===== src/rpf_pkg.sv =====
// ----------------------------------------------------------------------------
// rpf_pkg
// Shared types, constants and helpers for the row predicate filter.
// ----------------------------------------------------------------------------
package rpf_pkg;

  localparam int PatternBytes = 24;
  localparam int PatLenW      = 5;
  localparam int PosW         = 5;
  localparam int AccW         = 32;
  localparam int KeyW         = 10;
  localparam int CfgIdxW      = 3;
  localparam int CfgDataW     = 64;
  localparam int InDataW      = 24;
  localparam int OutDataW     = 16;
  localparam int QDepth       = 2;
  localparam int QPtrW        = 1;

  typedef enum logic [2:0] {
    OP_LESS         = 3'd0,
    OP_EQUAL        = 3'd1,
    OP_GREATER      = 3'd2,
    OP_NOT_EQUAL    = 3'd3,
    OP_INCLUDES     = 3'd4,
    OP_NOT_INCLUDES = 3'd5,
    OP_ALL          = 3'd6,
    OP_UNKNOWN      = 3'd7
  } cmp_op_e;

  typedef enum logic [1:0] {
    COMB_REPLACE = 2'd0,
    COMB_AND     = 2'd1,
    COMB_OR      = 2'd2
  } comb_mode_e;

  typedef enum logic [CfgIdxW-1:0] {
    CFG_COMPARE_OP     = 3'd0,
    CFG_NUMERIC_MODE   = 3'd1,
    CFG_COMBINE_MODE   = 3'd2,
    CFG_NUMBER_VALUE   = 3'd3,
    CFG_PATTERN_LENGTH = 3'd4,
    CFG_PATTERN_WORD0  = 3'd5,
    CFG_PATTERN_WORD1  = 3'd6,
    CFG_PATTERN_WORD2  = 3'd7
  } cfg_idx_e;

  typedef enum logic [1:0] {
    PH_SKIP   = 2'd0,
    PH_DIGITS = 2'd1,
    PH_DONE   = 2'd2
  } num_phase_e;

  // classified byte, front to back
  typedef struct packed {
    logic [PatternBytes-1:0] mask;
    logic                    present;
    logic                    last;
    logic                    is_digit;
    logic                    is_space;
    logic                    is_sign;
    logic                    is_minus;
    logic [3:0]              digit;
    logic [KeyW-1:0]         row_key;
    logic                    prior;
  } item_t;

  // finished cell, waiting for evaluation
  typedef struct packed {
    logic [AccW-1:0]  acc;
    logic             neg;
    logic             eq;
    logic [PosW-1:0]  pos;
    logic             found;
    logic [KeyW-1:0]  row_key;
    logic             prior;
  } cell_t;

  typedef struct packed {
    cmp_op_e                op;
    logic                   numeric;
    logic [1:0]             comb;
    logic signed [AccW-1:0] number;
    logic [PatLenW-1:0]     plen;
  } eval_cfg_t;

  function automatic logic [PatLenW-1:0] clamp_len(input logic [PatLenW-1:0] len);
    logic [PatLenW-1:0] res;
    res = (len > PatLenW'(PatternBytes)) ? PatLenW'(PatternBytes) : len;
    return res;
  endfunction

endpackage


===== src/rpf_front.sv =====
// ----------------------------------------------------------------------------
// rpf_front
// Accepts cell bytes and classifies them: character class, digit value and
// the per-position pattern match mask.
// ----------------------------------------------------------------------------
module rpf_front import rpf_pkg::*; (
  input  logic                      s_axis_tvalid,
  output logic                      s_axis_tready,
  input  logic [InDataW-1:0]        s_axis_tdata,  // cell_byte, row_key, prior_selected
  input  logic                      s_axis_tuser,  // byte_present
  input  logic                      s_axis_tlast,  // last_byte
  input  logic [PatternBytes*8-1:0] pattern_i,
  input  logic [PatLenW-1:0]        plen_i,
  output logic                      push_valid_o,
  input  logic                      push_ready_i,
  output item_t                     push_item_o
);

  logic [7:0] b;
  logic [PatternBytes-1:0] mask;

  assign b = s_axis_tdata[7:0];

  always_comb begin
    for (int i = 0; i < PatternBytes; i++) begin
      mask[i] = (PatLenW'(i) < plen_i) && (pattern_i[i*8 +: 8] == b);
    end
  end

  always_comb begin
    push_item_o          = '0;
    push_item_o.mask     = mask;
    push_item_o.present  = s_axis_tuser;
    push_item_o.last     = s_axis_tlast;
    push_item_o.is_digit = (b >= 8'h30) && (b <= 8'h39);
    push_item_o.is_space = (b == 8'h20) || ((b >= 8'h09) && (b <= 8'h0D));
    push_item_o.is_sign  = (b == 8'h2B) || (b == 8'h2D);
    push_item_o.is_minus = (b == 8'h2D);
    push_item_o.digit    = b[3:0];
    push_item_o.row_key  = s_axis_tdata[8 +: KeyW];
    push_item_o.prior    = s_axis_tdata[8 + KeyW];
  end

  assign push_valid_o  = s_axis_tvalid;
  assign s_axis_tready = push_ready_i;

endmodule


===== src/rpf_fifo.sv =====
// ----------------------------------------------------------------------------
// rpf_fifo
// Short queue of classified bytes between the front and the back.
// ----------------------------------------------------------------------------
module rpf_fifo import rpf_pkg::*; (
  input  logic  clk_i,
  input  logic  rst_ni,
  input  logic  push_valid_i,
  output logic  push_ready_o,
  input  item_t push_item_i,
  output logic  pop_valid_o,
  input  logic  pop_ready_i,
  output item_t pop_item_o
);

  item_t              entry_q [QDepth];
  logic [QPtrW-1:0]   wr_ptr_q, wr_ptr_d, rd_ptr_q, rd_ptr_d;
  logic [QPtrW:0]     count_q, count_d;
  logic               push, pop;

  assign push_ready_o = (count_q != (QPtrW+1)'(QDepth));
  assign pop_valid_o  = (count_q != '0);
  assign pop_item_o   = entry_q[rd_ptr_q];
  assign push         = push_valid_i && push_ready_o;
  assign pop          = pop_valid_o && pop_ready_i;

  always_comb begin
    wr_ptr_d = wr_ptr_q;
    rd_ptr_d = rd_ptr_q;
    count_d  = count_q;
    if (push) begin
      wr_ptr_d = (wr_ptr_q == QPtrW'(QDepth-1)) ? '0 : wr_ptr_q + 1'b1;
    end
    if (pop) begin
      rd_ptr_d = (rd_ptr_q == QPtrW'(QDepth-1)) ? '0 : rd_ptr_q + 1'b1;
    end
    if (push && !pop) begin
      count_d = count_q + 1'b1;
    end else if (pop && !push) begin
      count_d = count_q - 1'b1;
    end
  end

  always_ff @(posedge clk_i or negedge rst_ni) begin
    if (!rst_ni) begin
      wr_ptr_q <= '0;
      rd_ptr_q <= '0;
      count_q  <= '0;
    end else begin
      wr_ptr_q <= wr_ptr_d;
      rd_ptr_q <= rd_ptr_d;
      count_q  <= count_d;
    end
  end

  always_ff @(posedge clk_i) begin
    if (push) begin
      entry_q[wr_ptr_q] <= push_item_i;
    end
  end

endmodule


===== src/rpf_back.sv =====
// ----------------------------------------------------------------------------
// rpf_back
// Per-cell parse and match state, finished-cell register, evaluation and
// result register.
// ----------------------------------------------------------------------------
module rpf_back import rpf_pkg::*; (
  input  logic                 clk_i,
  input  logic                 rst_ni,
  input  eval_cfg_t            cfg_i,
  input  logic                 item_valid_i,
  output logic                 item_ready_o,
  input  item_t                item_i,
  output logic                 m_axis_tvalid,
  input  logic                 m_axis_tready,
  output logic [OutDataW-1:0]  m_axis_tdata   // out_row_key, predicate_true, now_selected
);

  // cell state
  logic [AccW-1:0]        acc_q, acc_d;
  num_phase_e             phase_q, phase_d;
  logic                   neg_q, neg_d;
  logic [PosW-1:0]        pos_q, pos_d;
  logic                   eq_q, eq_d;
  logic [PatternBytes-1:0] mv_q, mv_d;
  logic                   found_q, found_d;

  // finished cell and result
  logic                   fin_valid_q, fin_valid_d;
  cell_t                  fin_q, fin_d;
  logic                   out_valid_q, out_valid_d;
  logic [KeyW-1:0]        out_key_q;
  logic                   out_pred_q, out_sel_q;

  logic                   fin_adv, fin_free, pop;
  logic [PatLenW-1:0]     plen;
  logic [AccW+3:0]        acc_x10, limit;
  logic [AccW-1:0]        acc_next;
  logic                   byte_eq;
  logic [PatternBytes-1:0] mv_next;
  logic                   found_next;

  assign plen     = cfg_i.plen;
  assign fin_adv  = fin_valid_q && (!out_valid_q || m_axis_tready);
  assign fin_free = !fin_valid_q || fin_adv;
  assign pop      = item_valid_i && (!item_i.last || fin_free);
  assign item_ready_o = !item_i.last || fin_free;

  // saturating decimal accumulate
  always_comb begin
    acc_x10 = ({4'b0, acc_q} << 3) + ({4'b0, acc_q} << 1) + (AccW+4)'(item_i.digit);
    limit   = neg_q ? (AccW+4)'(33'h0_8000_0000) : (AccW+4)'(33'h0_7FFF_FFFF);
    acc_next = (acc_x10 > limit) ? limit[AccW-1:0] : acc_x10[AccW-1:0];
  end

  // text compare and shift-and search
  always_comb begin
    byte_eq    = (pos_q < PosW'(PatternBytes)) && item_i.mask[pos_q];
    mv_next    = ({mv_q[PatternBytes-2:0], 1'b1}) & item_i.mask;
    found_next = (plen != '0) && mv_next[plen - 1'b1];
  end

  always_comb begin
    acc_d   = acc_q;
    phase_d = phase_q;
    neg_d   = neg_q;
    pos_d   = pos_q;
    eq_d    = eq_q;
    mv_d    = mv_q;
    found_d = found_q;
    if (pop && item_i.present) begin
      case (phase_q)
        PH_SKIP: begin
          if (item_i.is_space) begin
            phase_d = PH_SKIP;
          end else if (item_i.is_sign) begin
            neg_d   = item_i.is_minus;
            phase_d = PH_DIGITS;
          end else if (item_i.is_digit) begin
            phase_d = PH_DIGITS;
            acc_d   = acc_next;
          end else begin
            phase_d = PH_DONE;
          end
        end
        PH_DIGITS: begin
          if (item_i.is_digit) begin
            acc_d = acc_next;
          end else begin
            phase_d = PH_DONE;
          end
        end
        default: phase_d = phase_q;
      endcase
      eq_d    = eq_q && byte_eq;
      pos_d   = (pos_q != '1) ? pos_q + 1'b1 : pos_q;
      mv_d    = mv_next;
      found_d = found_q || found_next;
    end
  end

  // finished-cell register takes the updated state; cell state clears
  always_comb begin
    fin_valid_d = fin_valid_q;
    fin_d       = fin_q;
    if (fin_adv) begin
      fin_valid_d = 1'b0;
    end
    if (pop && item_i.last) begin
      fin_valid_d   = 1'b1;
      fin_d.acc     = acc_d;
      fin_d.neg     = neg_d;
      fin_d.eq      = eq_d;
      fin_d.pos     = pos_d;
      fin_d.found   = found_d;
      fin_d.row_key = item_i.row_key;
      fin_d.prior   = item_i.prior;
    end
  end

  always_ff @(posedge clk_i or negedge rst_ni) begin
    if (!rst_ni) begin
      acc_q       <= '0;
      phase_q     <= PH_SKIP;
      neg_q       <= 1'b0;
      pos_q       <= '0;
      eq_q        <= 1'b1;
      mv_q        <= '0;
      found_q     <= 1'b0;
      fin_valid_q <= 1'b0;
      out_valid_q <= 1'b0;
    end else begin
      fin_valid_q <= fin_valid_d;
      out_valid_q <= out_valid_d;
      if (pop && item_i.last) begin
        acc_q   <= '0;
        phase_q <= PH_SKIP;
        neg_q   <= 1'b0;
        pos_q   <= '0;
        eq_q    <= 1'b1;
        mv_q    <= '0;
        found_q <= 1'b0;
      end else begin
        acc_q   <= acc_d;
        phase_q <= phase_d;
        neg_q   <= neg_d;
        pos_q   <= pos_d;
        eq_q    <= eq_d;
        mv_q    <= mv_d;
        found_q <= found_d;
      end
    end
  end

  // evaluation of the finished cell
  logic signed [AccW:0] num_val, num_ref;
  logic                 num_pred, txt_eq, txt_inc, txt_pred, pred, sel;

  always_comb begin
    num_val = fin_q.neg ? -$signed({1'b0, fin_q.acc}) : $signed({1'b0, fin_q.acc});
    num_ref = $signed({cfg_i.number[AccW-1], cfg_i.number});
    case (cfg_i.op)
      OP_LESS:    num_pred = (num_val < num_ref);
      OP_EQUAL:   num_pred = (num_val == num_ref);
      OP_GREATER: num_pred = (num_val > num_ref);
      default:    num_pred = 1'b1;
    endcase
    txt_eq  = fin_q.eq && (fin_q.pos == PosW'(plen));
    txt_inc = fin_q.found || (plen == '0);
    case (cfg_i.op)
      OP_EQUAL:        txt_pred = txt_eq;
      OP_NOT_EQUAL:    txt_pred = !txt_eq;
      OP_INCLUDES:     txt_pred = txt_inc;
      OP_NOT_INCLUDES: txt_pred = !txt_inc;
      OP_ALL:          txt_pred = 1'b1;
      default:         txt_pred = 1'b0;
    endcase
    pred = cfg_i.numeric ? num_pred : txt_pred;
    case (cfg_i.comb)
      COMB_AND: sel = pred & fin_q.prior;
      COMB_OR:  sel = pred | fin_q.prior;
      default:  sel = pred;
    endcase
  end

  always_comb begin
    out_valid_d = out_valid_q;
    if (fin_adv) begin
      out_valid_d = 1'b1;
    end else if (m_axis_tready) begin
      out_valid_d = 1'b0;
    end
  end

  always_ff @(posedge clk_i) begin
    if (pop && item_i.last) begin
      fin_q <= fin_d;
    end
    if (fin_adv) begin
      out_key_q  <= fin_q.row_key;
      out_pred_q <= pred;
      out_sel_q  <= sel;
    end
  end

  assign m_axis_tvalid = out_valid_q;
  assign m_axis_tdata  = OutDataW'({out_sel_q, out_pred_q, out_key_q});

`ifndef SYNTHESIS
  a_cell_clears: assert property (@(posedge clk_i) disable iff (!rst_ni)
    (pop && item_i.last) |=> (pos_q == '0 && acc_q == '0 && phase_q == PH_SKIP && !found_q))
    else $error("cell state not cleared after last byte");

  a_acc_limit: assert property (@(posedge clk_i) disable iff (!rst_ni)
    (!neg_q |-> acc_q <= AccW'(32'h7FFF_FFFF)) and (acc_q <= AccW'(32'h8000_0000)))
    else $error("accumulator beyond saturation limit");

  a_fresh_cell: assert property (@(posedge clk_i) disable iff (!rst_ni)
    (pos_q == '0) |-> (mv_q == '0 && eq_q && !found_q))
    else $error("match state set before any byte");

  a_fin_hold: assert property (@(posedge clk_i) disable iff (!rst_ni)
    (fin_valid_q && !fin_adv) |=> (fin_valid_q && $stable(fin_q)))
    else $error("finished cell lost while stalled");
`endif

endmodule


===== src/row_predicate_filter_top.sv =====
// ----------------------------------------------------------------------------
// row_predicate_filter_top
// Streams cell bytes, parses or matches them, and emits one verdict per cell.
// ----------------------------------------------------------------------------
// Throughput: one cell byte per cycle unless the output stalls, back-to-back cells too.
// Path: the result for a cell passes, from the edge that accepts its last byte,
//   through the queue entry, then the finished-cell register, then the result
//   register, and waits there while the output is stalled.
// Reset: config registers return to compare_op all, others zero; cell state
//   cleared, queue and result register empty.
module row_predicate_filter_top import rpf_pkg::*; (
  input  logic                 clk_i,
  input  logic                 rst_ni,
  // configuration write port
  input  logic                 cfg_we_i,
  input  logic [CfgIdxW-1:0]   cfg_index_i,
  input  logic [CfgDataW-1:0]  cfg_data_i,
  // cell byte stream
  input  logic                 s_axis_tvalid,
  output logic                 s_axis_tready,
  input  logic [InDataW-1:0]   s_axis_tdata,  // [7:0] cell_byte, [17:8] row_key,
                                              // [18] prior_selected, rest zero
  input  logic                 s_axis_tuser,  // byte_present
  input  logic                 s_axis_tlast,  // last_byte
  // verdict stream
  output logic                 m_axis_tvalid,
  input  logic                 m_axis_tready,
  output logic [OutDataW-1:0]  m_axis_tdata   // [9:0] out_row_key, [10] predicate_true,
                                              // [11] now_selected, rest zero
);

  // configuration registers
  cmp_op_e                 op_q;
  logic                    numeric_q;
  logic [1:0]              comb_q;
  logic signed [AccW-1:0]  number_q;
  logic [PatLenW-1:0]      plen_q;
  logic [CfgDataW-1:0]     word0_q, word1_q, word2_q;

  always_ff @(posedge clk_i or negedge rst_ni) begin
    if (!rst_ni) begin
      op_q      <= OP_ALL;
      numeric_q <= 1'b0;
      comb_q    <= COMB_REPLACE;
      number_q  <= '0;
      plen_q    <= '0;
      word0_q   <= '0;
      word1_q   <= '0;
      word2_q   <= '0;
    end else if (cfg_we_i) begin
      case (cfg_idx_e'(cfg_index_i))
        CFG_COMPARE_OP:     op_q      <= cmp_op_e'(cfg_data_i[2:0]);
        CFG_NUMERIC_MODE:   numeric_q <= cfg_data_i[0];
        CFG_COMBINE_MODE:   comb_q    <= cfg_data_i[1:0];
        CFG_NUMBER_VALUE:   number_q  <= $signed(cfg_data_i[AccW-1:0]);
        CFG_PATTERN_LENGTH: plen_q    <= cfg_data_i[PatLenW-1:0];
        CFG_PATTERN_WORD0:  word0_q   <= cfg_data_i;
        CFG_PATTERN_WORD1:  word1_q   <= cfg_data_i;
        CFG_PATTERN_WORD2:  word2_q   <= cfg_data_i;
        default:            op_q      <= op_q;
      endcase
    end
  end

  // pattern bytes, byte 0 lowest; length clamped to the pattern size
  logic [PatternBytes*8-1:0] pattern;
  logic [PatLenW-1:0]        plen_eff;
  eval_cfg_t                 eval_cfg;

  assign pattern  = (PatternBytes*8)'({word2_q, word1_q, word0_q});
  assign plen_eff = clamp_len(plen_q);

  always_comb begin
    eval_cfg.op      = op_q;
    eval_cfg.numeric = numeric_q;
    eval_cfg.comb    = comb_q;
    eval_cfg.number  = number_q;
    eval_cfg.plen    = plen_eff;
  end

  // front: classify each byte and compute its pattern match mask
  logic  push_valid, push_ready;
  item_t push_item;

  rpf_front u_front (
    .s_axis_tvalid (s_axis_tvalid),
    .s_axis_tready (s_axis_tready),
    .s_axis_tdata  (s_axis_tdata),
    .s_axis_tuser  (s_axis_tuser),
    .s_axis_tlast  (s_axis_tlast),
    .pattern_i     (pattern),
    .plen_i        (plen_eff),
    .push_valid_o  (push_valid),
    .push_ready_i  (push_ready),
    .push_item_o   (push_item)
  );

  // short queue decouples acceptance from cell processing
  logic  pop_valid, pop_ready;
  item_t pop_item;

  rpf_fifo u_fifo (
    .clk_i        (clk_i),
    .rst_ni       (rst_ni),
    .push_valid_i (push_valid),
    .push_ready_o (push_ready),
    .push_item_i  (push_item),
    .pop_valid_o  (pop_valid),
    .pop_ready_i  (pop_ready),
    .pop_item_o   (pop_item)
  );

  // back: per-cell parse/match state, evaluation and result register
  rpf_back u_back (
    .clk_i         (clk_i),
    .rst_ni        (rst_ni),
    .cfg_i         (eval_cfg),
    .item_valid_i  (pop_valid),
    .item_ready_o  (pop_ready),
    .item_i        (pop_item),
    .m_axis_tvalid (m_axis_tvalid),
    .m_axis_tready (m_axis_tready),
    .m_axis_tdata  (m_axis_tdata)
  );

endmodule

===== config.mk =====
export PLATFORM = sky130hd
export DESIGN_NAME = row_predicate_filter_top
export DESIGN_NICKNAME = d
export VERILOG_FILES = /design/src/rpf_pkg.sv /design/src/rpf_front.sv /design/src/rpf_fifo.sv /design/src/rpf_back.sv /design/src/row_predicate_filter_top.sv
export SDC_FILE = /design/constraint.sdc
export NUM_CORES = 1
export LEC_CHECK = 0
export BUFFER_PORTS_ARGS = -buffer_cell sky130_fd_sc_hd__buf_2
export CAP_MARGIN = 5
export CORE_MARGIN = 2
export CORE_UTILIZATION = 39
export CTS_CLUSTER_DIAMETER = 60
export DETAILED_ROUTE_END_ITERATION = 10
export SKIP_LAST_GASP = 1
export SYNTH_ARGS = -nofsm -noshare
export SYNTH_HDL_FRONTEND = slang
export SYNTH_SLANG_ARGS = --single-unit
export TNS_END_PERCENT = 100

===== constraint.sdc =====
create_clock -name clk_i -period 6.02 [get_ports clk_i]
set_input_delay 0.301 -clock clk_i [delete_from_list [all_inputs] [get_ports clk_i]]
set_output_delay 0.301 -clock clk_i [all_outputs]
set_load 0.01 [all_outputs]

# == Word level (Yosys, flattened, before mapping) ==
# Memory sizes are Yosys's and may differ from the RTL's.
# Cells that the tools add are included.
# classes
order_cmp,35
n_addsub,9
bitwise_logic,3
n_reduce_logical,71
muxes,49
eq_ne,48
# op_table
operator,count
2-to-1 mux 32 bit,7
== test 8 bit,24
one-hot mux 32 bit (2 select lines),1
2-to-1 mux 23 bit,2
"< comparator 4 x 5 -> 1 bit, first input constant",8
"< comparator 5 bit, first input constant",8
logical AND 1 bit,37
adder 35 x 33 -> 36 bit,1
adder 36 x 4 -> 36 bit,1
greater-than comparator 36 bit,1
== test 33 x 32 -> 1 bit,1
greater-than comparator 33 x 32 -> 1 bit,1
< comparator 33 x 32 -> 1 bit,1
2-to-1 mux 33 bit,1
negation 32 -> 33 bit,1
AND 24 bit,1
"== test 8 x 6 -> 1 bit, second input constant",3
"== test 3 bit, second input constant",7
"< comparator 3 x 5 -> 1 bit, first input constant",4
2-to-1 mux 1 bit,20
2-to-1 mux 5 bit,4
2-to-1 mux 2 bit,8
AND reduction 2 bit,8
"== test 3 x 2 -> 1 bit, second input constant",4
37 further kinds,61
# totals
regBits,369
memories,1
mem_bits_rw,90
# mem_list
memory,depth,width,rd,rd_clocked_by_memory_dff,wr,line_no,rtl
u_fifo.entry_q,2,45,1,0,1,rpf_fifo.sv:16,item_t entry_q [QDepth];

# == Logic depth before layout (Yosys ltp) ==
# logic_depth
ltp_word,10
depth_mapped,28
ltp_nobuf,21

# == Hierarchy ==
# Synthesis repeated with hierarchy kept, for this count alone.
# unflattened
cells_unflattened,2126
area_unflattened_um2,26419.1
# by_module_without_submodules
module,area_per_inst_um2,cells_each,seq_area_each_um2,n_inst
rpf_back,10339.9,1101,3569.7,1
row_predicate_filter_top,9769.4,511,5883.1,1
rpf_fifo,3641.0,158,2802.7,1
rpf_front,2668.8,356,0.0,1

# == Worst setup path before layout ==
# No wires, ideal clock.
# synth_timing
path_kind,register to register
start,register u_fifo.rd_ptr_q
end,"register u_back.fin_q[30] (netlist name), data pin"
slack_ns,-0.602
stages_incl_launch_ff,26
path_buffers,5
arrival_time_ns,6.364
cell_sequence,dfrtp_1 > buf_2 > buf_1 > buf_1 > clkbuf_1 > mux2_2 > fa_1 > fa_1 > a211oi_1 > nor2_1 > o21ai_0 > a211oi_1 > or3_1 > a21oi_1 > xnor2_1 > ha_1 > nand4_1 > nor2_1 > and2_1 > a2111oi_0 > a21oi_1 > a2111oi_2 > nand4_1 > clkbuf_1 > o22ai_1 > nor2_1
# synth_between
elab_chain_cells,9
word_cells_on_any_way,13
# synth_lines
element,line_no,rtl
"start, declared",rpf_fifo.sv:17,"logic [QPtrW-1:0] wr_ptr_q, wr_ptr_d, rd_ptr_q, rd_ptr_d;"
"start signal, assigned",rpf_fifo.sv:51,rd_ptr_q <= rd_ptr_d;
memory read (2 x 45 bit) *,n/a,
adder 36 x 4 -> 36 bit,rpf_back.sv:50,"acc_x10 = ({4'b0, acc_q} << 3) + ({4'b0, acc_q} << 1) + (AccW+4)'(item_i.digit);"
greater-than comparator 36 bit,rpf_back.sv:52,acc_next = (acc_x10 > limit) ? limit[AccW-1:0] : acc_x10[AccW-1:0];
2-to-1 mux 32 bit,rpf_back.sv:52,
2-to-1 mux 32 bit,"rpf_back.sv:78, rpf_back.sv:86",
2-to-1 mux 32 bit,rpf_back.sv:75,end else if (item_i.is_sign) begin
2-to-1 mux 32 bit,rpf_back.sv:73,if (item_i.is_space) begin
one-hot mux 32 bit (2 select lines),rpf_back.sv:71,case (phase_q)
2-to-1 mux 32 bit *,rpf_back.sv:70,if (pop && item_i.present) begin
via u_back.acc_d[11],rpf_back.sv:19,"logic [AccW-1:0] acc_q, acc_d;"
"end signal, assigned",rpf_back.sv:196,fin_q <= fin_d;
"end, declared",rpf_back.sv:29,"cell_t fin_q, fin_d;"
# The timed path passes the listed nets; every way through them passes the cells marked *.
# A chain may end at the register's enable or synchronous reset.

# == Worst setup path in the final report ==
# layout_timing
start,register u_back.fin_q[23] (netlist name)
end,"register u_back.out_sel_q, data pin"
# layout_between
elab_chain_cells,7
word_cells_on_any_way,10
# layout_lines
element,line_no,rtl
negation 32 -> 33 bit,rpf_back.sv:159,"num_val = fin_q.neg ? -$signed({1'b0, fin_q.acc}) : $signed({1'b0, fin_q.acc});"
2-to-1 mux 33 bit *,rpf_back.sv:159,
greater-than comparator 33 x 32 -> 1 bit (tied with other cells),rpf_back.sv:164,OP_GREATER: num_pred = (num_val > num_ref);
one-hot mux 1 bit (3 select lines) *,rpf_back.sv:161,case (cfg_i.op)
2-to-1 mux 1 bit *,rpf_back.sv:177,pred = cfg_i.numeric ? num_pred : txt_pred;
OR 1 bit or AND 1 bit (tied branches),"rpf_back.sv:180, rpf_back.sv:179",
one-hot mux 1 bit (2 select lines) *,rpf_back.sv:178,case (cfg_i.comb)
via u_back.sel,rpf_back.sv:156,"logic num_pred, txt_eq, txt_inc, txt_pred, pred, sel;"
"end signal, assigned",rpf_back.sv:201,out_sel_q <= sel;
"end, declared",rpf_back.sv:32,"logic out_pred_q, out_sel_q;"
# Marks and branches as above.

==> flow_metrics.py <==
metrics = {
    "outcome": {
        "status": "completed",
    },
    "die": {
        "design.die.area_um2": 65300,
        "fp.coreArea_um2": 62900,
        "core.rowCount": 92,
        "die_w_um": 256,
        "die_y_um": 256,
        "design.portCount": 116,
        "starting_utilization_of_the_core_area_pct": 39.3,
    },
    "logic_synthesis": {
        "synth_top_cell_by_area": "dfrtp_1",
        "synth_seq_area_share_pct": 49.6,
        "synth_area_leaders": "dfrtp_1 31%, edfxtp_1 19%, mux2_2 12%",
        "synth-edff-count": 153,
        "postSynth.asyncResetShare_pct": 66.7,
        "ys_dominant_reg_cell": "dfrtp_1",
        "synth.top_cell.area_share_pct": 30.7,
        "yosysUniqueCellTypes": 84,
        "netlist_area_um2": 24700,
        "average_cell_area_after_synthesis_um2": 11.9,
        "synth_cells": 2077,
        "ys_seq_elements": 459,
        "synthesis.yosys.warnings": 0,
    },
    "sta": {
        "max_freq_mhz": 175,
        "worst_slew_margin_rel_pct": 33.1,
        "skew_ns": 0.0394,
        "min_period_over_period_pct": 94.9,
        "hold-worst-slack_ns": 0.0208,
        "final-setup-viol-count": 0,
        "final_max_slew_viol_count": 0,
        "post_layout_min_period_ns": 5.71,
        "finalHoldViolCount": 0,
        "worstMarginPinSlew_ns": 1.00,
        "fin_ws_ns": 0.309,
    },
    "grt": {
        "number_of_antenna_violations_at_the_first_check_in_global_routing": 6,
        "grt.overflow.total": 0,
        "grt_max_degree": 146,
        "grt_pass1_wl_um": 100000,
        "first_global_vias": 17200,
        "grt_use_total_pct": 19.4,
    },
    "place": {
        "place.detailed.hpwl_um": 44100,
        "cell_area_after_placement_um2": 26200,
        "gpl.final_weighted_congestion": 0.866,
        "port_buffers": 106,
        "dp_slack_ns": 0.211,
    },
    "power": {
        "power_leakage_nw": 11.9,
        "ir_worst_vdd_mv": 0.224,
        "p_per_area_nw_per_um2": 446,
        "power_mw": 12.8,
    },
    "cts": {
        "clock_sinks": 459,
        "clock_path_buffers": 3,
        "cts_inserted_buffers": 52,
        "tritoncts": "done",
        "clock_tree.htree_level_count": 2,
        "clk_pin_slew_worst_paths_ns": 0.06,
        "worst_skew_pair.late_latency_ns": 0.61,
        "clock-root-buffer": "clkbuf_16",
    },
    "flow_run": {
        "maxCapViolations": 0,
    },
    "drt": {
        "num_vias": 17100,
        "drt_iter0_markers": 1381,
        "detail-route-antenna-nets": 0,
        "detail_route.drc_violations": 0,
        "viasPerCell": 5.47,
        "post_drt_wl_per_cell_um": 20.4,
        "detail_route.first_pass.iterations": 7,
        "detail_route.wirelength_um": 63800,
    },
    "final_layout": {
        "layout_common_cells": "302 x dfrtp_1, 270 x mux2_2, 190 x xnor2_1",
        "fin_nets": 2470,
        "post_route_cells_drive_above_1_share_pct": 24.5,
        "finish.instance_area_um2": 28700,
        "area_growth_syn_to_layout_pct": 16.2,
        "final_common_cell": "dfrtp_1",
    },
    "min_path": {
        "hold_wc_path_type": "in -> reg",
    },
    "worst_setup_path": {
        "path_class": "reg -> reg",
        "cpMaxStageDelayCell": "or4_1",
        "critPathArrivalTime_ns": 6.05,
        "worst_setup_path_end_kind": "flop",
        "critical_path.max_stage_delay_ns": 0.63,
        "cp_max_fo": 5,
        "startpoint_type": "flop",
        "path_cells": "or4_1 -> or2_1 -> or4_4 -> or4_4 -> or3_4 -> nand2_1 -> xnor2_1 -> ha_1 -> nand4_1 -> or4_1 -> or2_2 -> o311ai_0 -> nand2_1 -> o32a_1 -> a32oi_1 -> o22ai_1",
        "worst-endpoint-required_ns": 6.35,
    },
}
-- sequential cells by signal, summed over array words and instances, names as in the netlist, 2 cells and up --
| signal | flops |
|---|---|
| u_fifo.entry_q | 90 |
| u_back.acc_q | 32 |
| op_q | 3 |
| u_back.phase_q | 2 |
| u_back.mv_q | 23 |
| u_back.fin_q | 51 |
| word1_q | 64 |
| u_back.out_key_q | 10 |
| word0_q | 64 |
| u_back.pos_q | 5 |
| plen_q | 5 |
| u_fifo.count_q | 2 |
| number_q | 32 |
| comb_q | 2 |
| word2_q | 64 |
-- through the flow --
stage	utilization (%)	cells	TNS, ns
3_5_place_dp	41.7	2963	0
5_1_grt	45.7	3124	-0.151
6_report	45.7	3124	0
4_1_cts	45.5	3119	0
3_3_place_gp	41.7	2963	0
2_1_floorplan	-	2080	0
-- routing by layer --
| layer | global-route usage [%] | share of wire [%] | up-vias |
|---|---|---|---|
| li1 | - | - | 7917 |
| met1 | 28.0 | 47 | 8622 |
| met2 | 30.4 | 45 | 437 |
| met3 | 3.01 | 5.2 | 106 |
| met4 | 5.20 | 2.4 | 4 |
| met5 | 0 | 0.041 | - |
-- synthesized netlist by cell type, types with 11 or more instances --
library cell	instances
dfrtp_1	303
mux2_2	270
xnor2_1	190
edfxtp_1	153
ha_1	135
nand2_1	123
nor2_1	83
xor2_1	72
o21ai_0	71
clkbuf_1	70
a21oi_1	69
nor3_1	63
inv_1	60
nand4_1	43
o22ai_1	34
nand3_1	32
nor4_1	25
buf_1	16
a211oi_1	15
a21o_1	15
mux4_2	14
nand2b_1	12
mux2i_1	11
-- area by class of cell --
cell class / count / area (um2)
fillers: 5780 / 34200
diodes: 1 / 2.50
repair buffers: 208 / 1510
well taps: 846 / 1060
multi-input cells: 1454 / 11800
clock buffers: 72 / 1470
flip-flops and latches: 459 / 12300
inverters: 60 / 225
clock inverters: 24 / 358
-- final timing paths --
| check | from | end | slack (ns) | cells past startpoint |
|---|---|---|---|---|
| min in group asynchronous | rst_ni | word1_q[58] | 0.32 | 2 |
| min | cfg_data_i[57] | word1_q[57] | 0.02 | 2 |
| max reg2reg | u_back.fin_q[23] | u_back.out_sel_q | 0.31 | 16 |
| max in group asynchronous | rst_ni | u_fifo.rd_ptr_q | 4.23 | 3 |
| min reg2reg | u_back.fin_q[3] | u_back.out_key_q[2] | 0.42 | 0 |
| max | u_back.fin_q[23] | u_back.out_sel_q | 0.31 | 16 |
-- cells by family after synthesis --
logic type,count (synthesis),synth area share (%)
simple gates,454,9.22
mux,295,14.0
fa+ha+maj,137,7.00
compound gates,302,7.96
xor+xnor,262,9.29
buf+inv,167,2.84
flops,459,49.6
other cells,1,0.0152
-- repair_timing --
item                                   4_1_cts  5_1_grt
gates resized for setup                      0       11
setup buffers                                0        4
hold buffers                                60        0
endpoints found under the hold margin      267        0
setup endpoints to repair                    0       64
-- critical path: cells and delay by family, from the launching register on --
family	cells	cell delay [ns]
xor+xnor	1	0.10
flops	1	0.50
simple gates	10	3.69
compound gates	4	0.87
fa+ha+maj	1	0.32
-- report_power, final --
part / switching [mW] / total [mW] / internal, mW / leakage [nW]
clock network: 1.32 / 3.34 / 2.02 / 0.900
registers: 0.611 / 4.82 / 4.21 / 5.25
logic: 2.64 / 4.65 / 2.01 / 5.75
total: 4.57 / 12.8 / 8.25 / 11.9
No activity file was read; power rests on OpenSTA's default activity.
